--- config.mk ---
export PLATFORM = sky130hd
export DESIGN_NAME = i2c_master_byte_engine_flat
export DESIGN_NICKNAME = d
export VERILOG_FILES = /design/src/rtl/i2cmbe_pkg.sv /design/src/rtl/i2cmbe_if.sv /design/src/rtl/i2cmbe_front.sv /design/src/rtl/i2cmbe_queue.sv /design/src/rtl/i2cmbe_back.sv /design/src/rtl/i2c_master_byte_engine.sv /design/src/flat_wrapper.sv
export SDC_FILE = /design/constraint.sdc
export NUM_CORES = 1
export LEC_CHECK = 0
export ABC_CLOCK_PERIOD_IN_PS = 4000
export BUFFER_PORTS_ARGS = -buffer_cell sky130_fd_sc_hd__buf_2
export CAP_MARGIN = 20
export CORE_UTILIZATION = 35
export DETAILED_ROUTE_END_ITERATION = 16
export GPL_TIMING_DRIVEN = 1
export PLACE_DENSITY_LB_ADDON = 0.3
export SETUP_SLACK_MARGIN = 0.4
export SLEW_MARGIN = 20
export SYNTH_ARGS = -nofsm -noshare
export SYNTH_HDL_FRONTEND = slang
export SYNTH_SLANG_ARGS = --single-unit
--- constraint.sdc ---
create_clock -name clock -period 4 [get_ports clock]
set_clock_uncertainty 0.1 [all_clocks]
set_input_delay 0 -clock clock [delete_from_list [all_inputs] [get_ports clock]]
set_output_delay 0 -clock clock [all_outputs]
set_load 0.005 [all_outputs]
--- src/rtl/i2cmbe_pkg.sv ---
// ----------------------------------------------------------------------------
// I2C master byte engine package
// Shared types, codes and helpers for the byte engine.
// ----------------------------------------------------------------------------
package i2cmbe_pkg;

   localparam int WAIT_WIDTH = 16;
   localparam int HALF_WIDTH = 16;
   localparam int QUEUE_DEPTH = 2;
   localparam int QPTR_WIDTH = $clog2(QUEUE_DEPTH);
   localparam int QCNT_WIDTH = $clog2(QUEUE_DEPTH + 1);
   localparam logic [HALF_WIDTH-1:0] HALF_RESET = HALF_WIDTH'(5);
   localparam logic [7:0] MSB_MASK = 8'h80;

   localparam logic [2:0] OP_TICK = 3'd0;
   localparam logic [2:0] OP_START = 3'd1;
   localparam logic [2:0] OP_STOP = 3'd2;
   localparam logic [2:0] OP_WRITE = 3'd3;
   localparam logic [2:0] OP_READ_ACK = 3'd4;
   localparam logic [2:0] OP_READ_NACK = 3'd5;

   typedef enum logic [2:0] {
      CMD_NONE,
      CMD_START,
      CMD_STOP,
      CMD_WRITE,
      CMD_READ
   } cmd_type;

   typedef enum logic [12:0] {
      PH_IDLE  = 13'b0000000000001,
      PH_ST_A  = 13'b0000000000010,
      PH_ST_B  = 13'b0000000000100,
      PH_SP_A  = 13'b0000000001000,
      PH_SP_B  = 13'b0000000010000,
      PH_W_LO  = 13'b0000000100000,
      PH_W_HI  = 13'b0000001000000,
      PH_W_REL = 13'b0000010000000,
      PH_W_ACK = 13'b0000100000000,
      PH_R_LO  = 13'b0001000000000,
      PH_R_HI  = 13'b0010000000000,
      PH_A_LO  = 13'b0100000000000,
      PH_A_HI  = 13'b1000000000000
   } phase_type;

   typedef struct packed {
      logic [2:0] op;
      logic [7:0] tx_byte;
      logic sda_in;
   } req_payload_type;

   typedef struct packed {
      logic scl_level;
      logic sda_level;
      logic sda_drive;
      logic busy_res;
      logic done_res;
      logic [7:0] rx_byte;
      logic ack_received;
   } rsp_payload_type;

   typedef struct packed {
      cmd_type cmd;
      logic reply_nack;
      logic [7:0] tx_byte;
      logic sda_in;
   } entry_type;

   typedef struct packed {
      logic full;
      logic empty;
   } q_status_type;

   function automatic logic [WAIT_WIDTH-1:0] period_eff(input logic [HALF_WIDTH-1:0] half);
      logic [32:0] hx;
      logic [32:0] wmax;
      begin
         hx = 33'(half);
         wmax = (33'd1 << WAIT_WIDTH) - 33'd1;
         if (hx == 33'd0) begin
            hx = 33'd1;
         end
         if (hx > wmax) begin
            hx = wmax;
         end
         return hx[WAIT_WIDTH-1:0];
      end
   endfunction

endpackage

--- src/rtl/i2cmbe_if.sv ---
// ----------------------------------------------------------------------------
// I2C master byte engine channels
// Valid/ready channels for request items and response items.
// ----------------------------------------------------------------------------
interface i2cmbe_req_if import i2cmbe_pkg::*; ();
   logic valid;
   logic ready;
   req_payload_type data;
   modport source(output valid, output data, input ready);
   modport sink(input valid, input data, output ready);
endinterface

interface i2cmbe_rsp_if import i2cmbe_pkg::*; ();
   logic valid;
   logic ready;
   rsp_payload_type data;
   modport source(output valid, output data, input ready);
   modport sink(input valid, input data, output ready);
endinterface

--- src/rtl/i2cmbe_front.sv ---
// ----------------------------------------------------------------------------
// I2C master byte engine front end
// Accepts request items and decodes the op field into a command.
// ----------------------------------------------------------------------------
module i2cmbe_front import i2cmbe_pkg::*; (
   input  logic clock,
   input  logic reset,
   i2cmbe_req_if.sink req_chan,
   input  q_status_type q_stat,
   output logic push_valid,
   output entry_type push_entry
);

   logic valid_ff, valid_in;
   entry_type entry_ff, entry_in;
   logic take;
   logic pushed;

   assign pushed = valid_ff && !q_stat.full;
   assign req_chan.ready = !valid_ff || !q_stat.full;
   assign take = req_chan.valid && req_chan.ready;
   assign push_valid = valid_ff;
   assign push_entry = entry_ff;

   always_comb begin
      entry_in = entry_ff;
      valid_in = valid_ff;
      if (pushed) begin
         valid_in = 1'b0;
      end
      if (take) begin
         valid_in = 1'b1;
         entry_in.tx_byte = req_chan.data.tx_byte;
         entry_in.sda_in = req_chan.data.sda_in;
         entry_in.reply_nack = 1'b0;
         case (req_chan.data.op)
            OP_START: begin
               entry_in.cmd = CMD_START;
            end
            OP_STOP: begin
               entry_in.cmd = CMD_STOP;
            end
            OP_WRITE: begin
               entry_in.cmd = CMD_WRITE;
            end
            OP_READ_ACK: begin
               entry_in.cmd = CMD_READ;
            end
            OP_READ_NACK: begin
               entry_in.cmd = CMD_READ;
               entry_in.reply_nack = 1'b1;
            end
            default: begin
               entry_in.cmd = CMD_NONE;
            end
         endcase
      end
   end

   always_ff @(posedge clock) begin
      if (reset) begin
         valid_ff <= 1'b0;
      end else begin
         valid_ff <= valid_in;
      end
      entry_ff <= entry_in;
   end

endmodule

--- src/rtl/i2cmbe_queue.sv ---
// ----------------------------------------------------------------------------
// I2C master byte engine command queue
// Short register queue between the front end and the bus sequencer.
// ----------------------------------------------------------------------------
module i2cmbe_queue import i2cmbe_pkg::*; (
   input  logic clock,
   input  logic reset,
   input  logic push_valid,
   input  entry_type push_entry,
   input  logic pop,
   output entry_type head,
   output q_status_type q_stat
);

   entry_type slot_ff [QUEUE_DEPTH];
   logic [QPTR_WIDTH-1:0] wr_ptr_ff, wr_ptr_in;
   logic [QPTR_WIDTH-1:0] rd_ptr_ff, rd_ptr_in;
   logic [QCNT_WIDTH-1:0] count_ff, count_in;
   logic do_push;
   logic do_pop;

   assign q_stat.full = (count_ff == QCNT_WIDTH'(QUEUE_DEPTH));
   assign q_stat.empty = (count_ff == '0);
   assign do_push = push_valid && !q_stat.full;
   assign do_pop = pop && !q_stat.empty;
   assign head = slot_ff[rd_ptr_ff];

   always_comb begin
      wr_ptr_in = wr_ptr_ff;
      rd_ptr_in = rd_ptr_ff;
      count_in = count_ff;
      if (do_push) begin
         wr_ptr_in = (wr_ptr_ff == QPTR_WIDTH'(QUEUE_DEPTH - 1)) ? '0 : wr_ptr_ff + 1'b1;
      end
      if (do_pop) begin
         rd_ptr_in = (rd_ptr_ff == QPTR_WIDTH'(QUEUE_DEPTH - 1)) ? '0 : rd_ptr_ff + 1'b1;
      end
      if (do_push && !do_pop) begin
         count_in = count_ff + 1'b1;
      end else if (do_pop && !do_push) begin
         count_in = count_ff - 1'b1;
      end
   end

   always_ff @(posedge clock) begin
      if (reset) begin
         wr_ptr_ff <= '0;
         rd_ptr_ff <= '0;
         count_ff <= '0;
      end else begin
         wr_ptr_ff <= wr_ptr_in;
         rd_ptr_ff <= rd_ptr_in;
         count_ff <= count_in;
      end
      if (do_push) begin
         slot_ff[wr_ptr_ff] <= push_entry;
      end
   end

endmodule

--- src/rtl/i2cmbe_back.sv ---
// ----------------------------------------------------------------------------
// I2C master byte engine bus sequencer
// Runs the bus phases one item per cycle unless stalled, registering responses.
// ----------------------------------------------------------------------------
module i2cmbe_back import i2cmbe_pkg::*; (
   input  logic clock,
   input  logic reset,
   input  logic [HALF_WIDTH-1:0] half_period,
   input  entry_type head,
   input  q_status_type q_stat,
   output logic pop,
   i2cmbe_rsp_if.source rsp_chan
);

   phase_type phase_ff, phase_in;
   logic [3:0] bit_ff, bit_in;
   logic [WAIT_WIDTH-1:0] wait_ff, wait_in;
   logic [7:0] shift_ff, shift_in;
   logic scl_ff, scl_in;
   logic sda_ff, sda_in;
   logic drv_ff, drv_in;
   logic [7:0] last_rx_ff, last_rx_in;
   logic ack_ff, ack_in;
   logic nack_ff, nack_in;
   logic done;
   logic [WAIT_WIDTH-1:0] wait_dec;
   logic [WAIT_WIDTH-1:0] period;
   logic [3:0] bit_inc;
   logic [7:0] rd_shift;
   logic rsp_valid_ff, rsp_valid_in;
   rsp_payload_type rsp_ff, rsp_in;

   assign pop = !q_stat.empty && (!rsp_valid_ff || rsp_chan.ready);
   assign period = period_eff(half_period);
   assign wait_dec = wait_ff - 1'b1;
   assign bit_inc = bit_ff + 1'b1;
   assign rd_shift = {shift_ff[6:0], head.sda_in};
   assign rsp_chan.valid = rsp_valid_ff;
   assign rsp_chan.data = rsp_ff;

   always_comb begin
      phase_in = phase_ff;
      bit_in = bit_ff;
      wait_in = wait_ff;
      shift_in = shift_ff;
      scl_in = scl_ff;
      sda_in = sda_ff;
      drv_in = drv_ff;
      last_rx_in = last_rx_ff;
      ack_in = ack_ff;
      nack_in = nack_ff;
      done = 1'b0;
      if (phase_ff == PH_IDLE) begin
         case (head.cmd)
            CMD_START: begin
               drv_in = 1'b1;
               sda_in = 1'b1;
               scl_in = 1'b1;
               phase_in = PH_ST_A;
               wait_in = period;
            end
            CMD_STOP: begin
               drv_in = 1'b1;
               sda_in = 1'b0;
               scl_in = 1'b1;
               phase_in = PH_SP_A;
               wait_in = period;
            end
            CMD_WRITE: begin
               shift_in = head.tx_byte;
               bit_in = '0;
               drv_in = 1'b1;
               scl_in = 1'b0;
               sda_in = |(head.tx_byte & MSB_MASK);
               phase_in = PH_W_LO;
               wait_in = period;
            end
            CMD_READ: begin
               nack_in = head.reply_nack;
               shift_in = '0;
               bit_in = '0;
               drv_in = 1'b0;
               scl_in = 1'b0;
               phase_in = PH_R_LO;
               wait_in = period;
            end
            default: begin
            end
         endcase
      end else begin
         wait_in = wait_dec;
         if (wait_dec == '0) begin
            wait_in = period;
            case (phase_ff)
               PH_ST_A: begin
                  sda_in = 1'b0;
                  phase_in = PH_ST_B;
               end
               PH_ST_B: begin
                  scl_in = 1'b0;
                  done = 1'b1;
               end
               PH_SP_A: begin
                  sda_in = 1'b1;
                  phase_in = PH_SP_B;
               end
               PH_SP_B: begin
                  done = 1'b1;
               end
               PH_W_LO: begin
                  scl_in = 1'b1;
                  phase_in = PH_W_HI;
               end
               PH_W_HI: begin
                  bit_in = bit_inc;
                  scl_in = 1'b0;
                  if (bit_inc < 4'd8) begin
                     shift_in = {shift_ff[6:0], 1'b0};
                     sda_in = shift_ff[6];
                     phase_in = PH_W_LO;
                  end else begin
                     sda_in = 1'b1;
                     phase_in = PH_W_REL;
                  end
               end
               PH_W_REL: begin
                  drv_in = 1'b0;
                  scl_in = 1'b1;
                  phase_in = PH_W_ACK;
               end
               PH_W_ACK: begin
                  ack_in = !head.sda_in;
                  scl_in = 1'b0;
                  done = 1'b1;
               end
               PH_R_LO: begin
                  scl_in = 1'b1;
                  phase_in = PH_R_HI;
               end
               PH_R_HI: begin
                  shift_in = rd_shift;
                  bit_in = bit_inc;
                  scl_in = 1'b0;
                  if (bit_inc < 4'd8) begin
                     phase_in = PH_R_LO;
                  end else begin
                     last_rx_in = rd_shift;
                     drv_in = 1'b1;
                     sda_in = nack_ff;
                     phase_in = PH_A_LO;
                  end
               end
               PH_A_LO: begin
                  scl_in = 1'b1;
                  phase_in = PH_A_HI;
               end
               PH_A_HI: begin
                  scl_in = 1'b0;
                  sda_in = !nack_ff;
                  done = 1'b1;
               end
               default: begin
                  done = 1'b1;
               end
            endcase
            if (done) begin
               phase_in = PH_IDLE;
               wait_in = '0;
            end
         end
      end
   end

   always_comb begin
      rsp_valid_in = rsp_valid_ff;
      rsp_in = rsp_ff;
      if (rsp_chan.ready) begin
         rsp_valid_in = 1'b0;
      end
      if (pop) begin
         rsp_valid_in = 1'b1;
         rsp_in.scl_level = scl_in;
         rsp_in.sda_level = sda_in;
         rsp_in.sda_drive = drv_in;
         rsp_in.busy_res = (phase_in != PH_IDLE);
         rsp_in.done_res = done;
         rsp_in.rx_byte = last_rx_in;
         rsp_in.ack_received = ack_in;
      end
   end

   always_ff @(posedge clock) begin
      if (reset) begin
         phase_ff <= PH_IDLE;
         bit_ff <= '0;
         wait_ff <= '0;
         shift_ff <= '0;
         scl_ff <= 1'b1;
         sda_ff <= 1'b1;
         drv_ff <= 1'b1;
         last_rx_ff <= '0;
         ack_ff <= 1'b0;
         nack_ff <= 1'b0;
         rsp_valid_ff <= 1'b0;
      end else begin
         if (pop) begin
            phase_ff <= phase_in;
            bit_ff <= bit_in;
            wait_ff <= wait_in;
            shift_ff <= shift_in;
            scl_ff <= scl_in;
            sda_ff <= sda_in;
            drv_ff <= drv_in;
            last_rx_ff <= last_rx_in;
            ack_ff <= ack_in;
            nack_ff <= nack_in;
         end
         rsp_valid_ff <= rsp_valid_in;
      end
      rsp_ff <= rsp_in;
   end

endmodule

--- src/rtl/i2c_master_byte_engine.sv ---
// ----------------------------------------------------------------------------
// I2C master byte engine
// Tick-driven I2C master that runs start, stop, byte write and byte read.
// ----------------------------------------------------------------------------
//   channel   direction   handshake     carries
//   req_chan  in          valid/ready   op, tx_byte, sda_in (one tick)
//   rsp_chan  out         valid/ready   line levels, busy, done, rx_byte, ack
//   csr       in          write enable  half_period_ticks
//
// One request item is taken per cycle unless stalled. Its response item passes
// the front register, the queue and the output register before it is offered.
// The per-tick bus state update in the sequencer sets the one-item-per-cycle rate.
// A stalled response side fills the two-entry queue and the front register,
// then holds req_chan.ready low.
// Reset is synchronous and returns the lines to SCL high, SDA high and driven.
// ----------------------------------------------------------------------------
module i2c_master_byte_engine import i2cmbe_pkg::*; (
   input  logic clock,
   input  logic reset,
   i2cmbe_req_if.sink req_chan,
   i2cmbe_rsp_if.source rsp_chan,
   input  logic csr_wr_en,
   input  logic [HALF_WIDTH-1:0] csr_wr_data
);

   logic [HALF_WIDTH-1:0] half_ff;
   logic push_valid;
   entry_type push_entry;
   entry_type head;
   q_status_type q_stat;
   logic pop;

   always_ff @(posedge clock) begin
      if (reset) begin
         half_ff <= HALF_RESET;
      end else if (csr_wr_en) begin
         half_ff <= csr_wr_data;
      end
   end

   i2cmbe_front u_front (
      .clock(clock),
      .reset(reset),
      .req_chan(req_chan),
      .q_stat(q_stat),
      .push_valid(push_valid),
      .push_entry(push_entry)
   );

   i2cmbe_queue u_queue (
      .clock(clock),
      .reset(reset),
      .push_valid(push_valid),
      .push_entry(push_entry),
      .pop(pop),
      .head(head),
      .q_stat(q_stat)
   );

   i2cmbe_back u_back (
      .clock(clock),
      .reset(reset),
      .half_period(half_ff),
      .head(head),
      .q_stat(q_stat),
      .pop(pop),
      .rsp_chan(rsp_chan)
   );

`ifndef SYNTHESIS
   a_queue_state: assert property (@(posedge clock) disable iff (reset)
      !(q_stat.full && q_stat.empty))
      else $error("Queue reports full and empty at once.");

   a_pop_gives_rsp: assert property (@(posedge clock) disable iff (reset)
      pop |=> rsp_chan.valid)
      else $error("A popped item did not produce a response item.");

   a_done_not_busy: assert property (@(posedge clock) disable iff (reset)
      rsp_chan.valid && rsp_chan.data.done_res |-> !rsp_chan.data.busy_res)
      else $error("A completing item still reports busy.");
`endif

endmodule
--- src/flat_wrapper.sv ---
// flat-port wrapper written by rule: the top's interface ports become plain ports
module i2c_master_byte_engine_flat import i2cmbe_pkg::*;
  (clock, reset, csr_wr_en, csr_wr_data, req_chan_valid, req_chan_data, req_chan_ready, rsp_chan_valid, rsp_chan_data, rsp_chan_ready);
  i2cmbe_req_if req_chan_i ();
  i2cmbe_rsp_if rsp_chan_i ();
  input  logic clock;
  input  logic reset;
  input  logic csr_wr_en;
  input  logic [HALF_WIDTH-1:0] csr_wr_data;
  input wire logic [$bits(req_chan_i.valid)-1:0] req_chan_valid;
  input wire logic [$bits(req_chan_i.data)-1:0] req_chan_data;
  output wire logic [$bits(req_chan_i.ready)-1:0] req_chan_ready;
  output wire logic [$bits(rsp_chan_i.valid)-1:0] rsp_chan_valid;
  output wire logic [$bits(rsp_chan_i.data)-1:0] rsp_chan_data;
  input wire logic [$bits(rsp_chan_i.ready)-1:0] rsp_chan_ready;
  assign req_chan_i.valid = req_chan_valid;
  assign req_chan_i.data = req_chan_data;
  assign req_chan_ready = req_chan_i.ready;
  assign rsp_chan_valid = rsp_chan_i.valid;
  assign rsp_chan_data = rsp_chan_i.data;
  assign rsp_chan_i.ready = rsp_chan_ready;
  i2c_master_byte_engine u_core (.clock(clock), .reset(reset), .req_chan(req_chan_i), .rsp_chan(rsp_chan_i), .csr_wr_en(csr_wr_en), .csr_wr_data(csr_wr_data));
endmodule
# Yosys cells after proc, flatten, opt, wreduce, memory -nomap -nowiden
# Memories as Yosys holds them, arrays and structs flattened. A register that Yosys moved wholly into a read port is not among the register bits.
# Index checks and enable logic that the tools add are counted.
[totals]
output_inout_bits = 16
memories = 1
romBits = 0
ramBits = 26
in_bits = 33
latchBits = 0
elab_cells = 164
regBits = 102
[classes]
n_div = 0
multipliers = 0
n_eq_ne = 27
bitwise_logic = 1
shift = 0
n_reduce_logical = 39
muxes = 61
magnitude_cmp = 2
addsub = 6
[memory_table]
columns = ["name", "depth", "word_bits", "read_ports", "rd_ports_with_merged_regs", "wr", "line_no", "source"]
rows = [
  ["u_core.u_queue.slot_ff", 2, 13, 1, 1, 1, "i2cmbe_queue.sv:15", "entry_type slot_ff [QUEUE_DEPTH];"],
]
[ops]
columns = ["op", "count"]
rows = [
  ["$pmux W13 S8", 1],
  ["$mux W16", 6],
  ["$pmux W13 S4", 1],
  ["$mux W8", 5],
  ["$mux W13", 3],
  ["$gt A33 B16 Y1 const B", 1],
  ["$logic_not A16 Y1", 2],
  ["$pmux W7 S2", 2],
  ["$mux W1", 26],
  ["$mux W7", 3],
  ["$mux W4", 4],
  ["$sub A16 B1 Y16 const B", 1],
  ["$eq A13 B1 Y1 const B", 1],
  ["$eq A13 B10 Y1 const B", 1],
  ["$eq A13 B11 Y1 const B", 1],
  ["$eq A13 B12 Y1 const B", 1],
  ["$eq A13 B13 Y1 const B", 1],
  ["$eq A13 B2 Y1 const B", 1],
  ["$eq A13 B3 Y1 const B", 1],
  ["$eq A13 B4 Y1 const B", 1],
  ["$eq A13 B6 Y1 const B", 1],
  ["$eq A13 B7 Y1 const B", 1],
  ["$eq A13 B8 Y1 const B", 1],
  ["$eq A13 B9 Y1 const B", 1],
  ["35 further kinds", 69],
]

# Longest topological paths before layout
[depth]
word_depth = 9
mapped_depth = 14

# Modules after synthesis
# Synthesis repeated with hierarchy kept, for this count alone.
[hier_totals]
cells_unflattened = 627
area_unflattened_um2 = 6437.4
[by_module_without_submodules]
columns = ["module", "area_per_inst_um2", "cells_per_inst", "instances", "seq_area_each_um2"]
rows = [
  ["i2cmbe_back", 4240.3, 488, 1, 1501.4],
  ["i2cmbe_queue", 1149.9, 65, 1, 880.8],
  ["i2c_master_byte_engine", 583.1, 52, 1, 320.3],
  ["i2cmbe_front", 464.2, 22, 1, 410.4],
]

# Least setup slack after synthesis
# OpenSTA, ideal clock, no wires.
[synth_timing]
path_kind = "reg2reg"
startpoint = "reg u_core.u_back.wait_ff[1]"
endpoint = "reg u_core.u_back.rsp_ff, in the netlist u_core.u_back.rsp_chan.data[10] (data pin)"
arrival_ps = 2823
path_slack_ps = 817
stages_incl_launch_ff = 13
setup_time_ps = 261
synth_period_minus_slack_ps = 3183
path_cell_list = "dfxtp_1 -> buf_4 -> inv_1 -> ha_1 -> clkbuf_2 -> nor3b_2 -> a31oi_1 -> a2111oi_0 -> nand2_1 -> or3_1 -> nor2_1 -> inv_1 -> a221o_1"
[synth_between]
elab_chain_cells = 5
[synth_lines]
columns = ["element", "line_no", "source"]
rows = [
  ["start: declaration", "i2cmbe_back.sv:17", "logic [WAIT_WIDTH-1:0] wait_ff, wait_in;"],
  ["start signal: assignment", "i2cmbe_back.sv:209", "wait_ff <= wait_in;"],
  ["$sub A16 B1 Y16", "i2cmbe_back.sv:35", "assign wait_dec = wait_ff - 1'b1;"],
  ["$logic_not A16 Y1", "i2cmbe_back.sv:92", "if (wait_dec == '0) begin"],
  ["$mux W13", "i2cmbe_back.sv:92", ""],
  ["$mux W13", "i2cmbe_back.sv:53", "if (phase_ff == PH_IDLE) begin"],
  ["$ne A13 B1 Y1", "i2cmbe_back.sv:185", "rsp_in.busy_res = (phase_in != PH_IDLE);"],
  ["end signal: assignment", "i2cmbe_back.sv:220", "rsp_ff <= rsp_in;"],
  ["end: declaration", "i2cmbe_back.sv:31", "rsp_payload_type rsp_ff, rsp_in;"],
]
# No other way between the ends.
# A chain may end at the register's enable or synchronous reset.

# Worst setup path after layout
[layout_timing]
startpoint = "reg u_core.u_back.wait_ff[0]"
endpoint = "reg u_core.u_back.rsp_ff, in the netlist u_core.u_back.rsp_chan.data[2] (data pin)"
[layout_between]
elab_chain_cells = 4
[layout_lines]
columns = ["element", "line_no", "source"]
rows = [
  ["$sub A16 B1 Y16", "i2cmbe_back.sv:35", ""],
  ["$logic_not A16 Y1", "i2cmbe_back.sv:92", ""],
  ["$mux W8", "i2cmbe_back.sv:92", ""],
  ["$mux W8", "i2cmbe_back.sv:53", ""],
  ["net u_core.u_back.last_rx_in[1]", "i2cmbe_back.sv:22", "logic [7:0] last_rx_ff, last_rx_in;"],
]
# The timed path passes the listed nets, and every way through them passes these cells.

==> qor.yml <==
status: "complete, no violations"
synth_seq_area_share: 0.496
synthXorXnorAreaFrac: 0.0181
io_pins: 49
ys_seq_elements: 129
slew_headroom: 0.382
setup_violations: 0
crit_buf_inv: 3
whs_ns: 0.0294
r2r_start: "u_core.u_back.wait_ff[0]$_SDFFE_PP0P_"
vias: 5243
ant_nets: 0
initial_core_util: 0.360
cts_made_buffers: 17
wirelength_um: 16600
cts_sinks: 129
die_h_um: 136
fmax_mhz: 288
sw_frac_of_total: 0.407
viasPerCell: 5.48
nets: 756
synth_top_family_by_area: "simple AND/OR/NAND/NOR gates"
p_per_area_nw_per_um2: 802
yosys.cell_types.count: 72
fin_setup_tns_ns: 0
gp_congestion: 0.875
avgSynthCellArea_um2: 9.90
drtPass1Iterations: 7
synth-edff-count: 53
io_buffers: 48
critPathMostFrequentCell: "buf_4"
antenna_cells: 0
avgRoutedWirePerCell_um: 17.3
period_share: 0.869
synth_compound_area_frac: 0.140
synthAdderAreaFrac: 0.00797
grt_setup_unrepaired: "yes"
synthMuxAreaShare: 0.0754
antenna_found_initial: 0
path_class: "reg -> reg"
final_area_um2: 7800
clk_latency_ns: 0.42
globalRouteTotalUtil: 0.186
reg2reg_to: "u_core.u_back.rsp_chan.data[2]$_DFFE_PP_"
tightest_slew_ns: 0.912
critPathRequiredTime_ns: 4.06
hold_viol: 0
p_leak_nw: 3.00
grt_pass1_wl_um: 26200
critPathCaptureType: "flip-flop"
postPlaceCellArea_um2: 6740
drive_above_1_share: 0.186
critPathArrivalTime_ns: 3.53
root_buffer: "clkbuf_16"
cts_tree: "built"
grt_max_degree: 47
vdd_ir_drop_max_mv: 0.426
cts.htree.levels: 4
max_stage_delay_ns: 0.41
grt_pass1_vias: 5070
crit_start: "u_core.u_back.wait_ff[0]$_SDFFE_PP0P_"
clkTransAtPathRegs_ns: 0.05
fill_cells: 1661
crit_path_end: "u_core.u_back.rsp_chan.data[2]$_DFFE_PP_"
drc: 0
reg2reg_depth: 11
p_int_w: 0.00371
syn-num-nets: 671
dp_hpwl_um: 11700
ys.warnings.count: 0
p_comb_frac: 0.440
crit_path_cell_trace: "inv_1, ha_2, nor3b_4, buf_4, a32oi_1, o2bb2ai_1, and4b_1, nand3_1, nor3_2, buf_4, mux2_2"
mostFrequentLayoutCell: "nor2_1"
core_um2: 17400
slowest_stage: "dfxtp_1"
cp-start-kind: "flip-flop"
overflow: 0
layout_common_cells: "nor2_1, dfxtp_1, edfxtp_1, buf_2"
p_seq_frac: 0.307
power_switching_w: 0.00255
num_rows: 48
maxCapViolCount: 0
min_period_ns: 3.48
area_delta_synth_final_pct: 24.3
clockBufferDepth: 2
min_path_type: "in -> reg"
finalMaxSlewViolations: 0
cpLargestDelayFamily: "simple AND/OR/NAND/NOR gates"
synth_cells: 634
crit_fanout: 11
crit_cells: 11
synth_area_um2: 6280
clockPowerShare: 0.253
synthArstFlopShare: 0
dieArea_um2: 18500
drtIter0Drc: 324
synthSimpleGateAreaFrac: 0.225
die_w_um: 136
synthFlopType: "dfxtp_1"
rrSetupSlack_ns: 0.52
Yosys cell counts, drive strengths merged (15+ instances only):
cell type	n	area, um^2
nor2	96	360
mux2i	36	360
o21ai	17	85.1
clkbuf	26	98.8
a211oi	15	128
dfxtp	76	1520
nand2	35	131
edfxtp	53	1590
nand3	15	80.1
a21oi	37	196
nor3	25	164
inv	15	56.3
power groups by stage:
stage | Combinational [W] | Sequential (W) | Clock (W)
2_1_floorplan | 0.00196 | 0.00180 | 0
3_3_place_gp | 0.00258 | 0.00193 | 0
3_5_place_dp | 0.00259 | 0.00194 | 0
4_1_cts | 0.00264 | 0.00192 | 0.00161
5_1_grt | 0.00301 | 0.00196 | 0.00166
6_report | 0.00275 | 0.00192 | 0.00158
registers in the layout (all words and copies together) (netlist names), 2 cells and up, named ones only:
signal                       flops
u_core.u_queue.slot_ff          26
u_core.half_ff                  16
u_core.u_back.wait_ff           16
u_core.u_back.rsp_chan.data     14
u_core.u_back.phase_ff          13
u_core.u_front.push_entry       13
u_core.u_back.last_rx_ff         8
u_core.u_back.shift_ff           7
u_core.u_back.bit_ff             4
u_core.u_queue.count_ff          2
worst min-delay path by stage:
stage	startpoint	endpoint	slack, ns	depth (start not counted)
2_1_floorplan	req_chan_data[0]	u_core.u_front.push_entry[0]$_DFFE_PP_	-0.001	0
3_3_place_gp	req_chan_data[2]	u_core.u_front.push_entry[2]$_DFFE_PP_	0.08	1
3_5_place_dp	req_chan_data[3]	u_core.u_front.push_entry[3]$_DFFE_PP_	0.08	1
4_1_cts	csr_wr_en	u_core.half_ff[15]$_SDFFE_PP0P_	0.03	3
5_1_grt	csr_wr_en	u_core.half_ff[1]$_SDFFE_PP0P_	0.05	3
6_report	csr_wr_en	u_core.half_ff[15]$_SDFFE_PP0P_	0.03	3
final cells by class:
cell class	count	area [um^2]	share of cell area
clock buffers	20	468	0.0600
flip-flops and latches	129	3110	0.399
multi-input cells	452	2970	0.380
clock inverters	12	143	0.0183
inverters	15	56.3	0.00722
repair buffers	104	771	0.0988
well taps	225	282	0.0361
worst reg2reg max path, cell delays in order (launching register included):
cell and delay [ns]:
dfxtp_1 0.41, inv_1 0.13, ha_2 0.28, nor3b_4 0.34, buf_4 0.18, a32oi_1 0.11, o2bb2ai_1 0.28, and4b_1 0.24
nand3_1 0.27, nor3_2 0.31, buf_4 0.22, mux2_2 0.36
timing repair:
item,CTS,global route
buffers inserted,1,5
pin swaps,1,2
hold buffers,34,0
endpoints found under the hold margin,42,0
gates resized for setup,3,5
setup endpoints to repair,29,39
cell families after synthesis:
logic type	Yosys count
adder cells (fa/ha/maj)	4
AO/OA/AOI/OAI	127
multiplexers	46
buffers and inverters	53
flip-flops	129
XOR/XNOR	13
AND/OR/NAND/NOR	262
per-layer routing:
| layer | vias up | track usage | wire length (um) |
|---|---|---|---|
| met5 | - | 0 | 0 |
| met4 | 0 | 0.0833 | 429 |
| met3 | 30 | 0.0380 | 794 |
| li1 | 2538 | - | - |
| met1 | 2516 | 0.226 | 7260 |
| met2 | 159 | 0.317 | 8090 |
metrics by stage:
| stage | power [W] | utilization | worst slack (ns) | cells |
|---|---|---|---|---|
| after global routing | 0.00662 | 0.448 | 0.373 | 957 |
| final | 0.00626 | 0.448 | 0.525 | 957 |
| after global placement | 0.00451 | 0.387 | 0.281 | 885 |
| after detailed placement | 0.00453 | 0.387 | 0.103 | 885 |
| after floorplan | 0.00376 | - | 0.817 | 634 |
| after CTS | 0.00617 | 0.443 | 0.440 | 952 |
No activity file was read; power rests on OpenSTA's default activity.
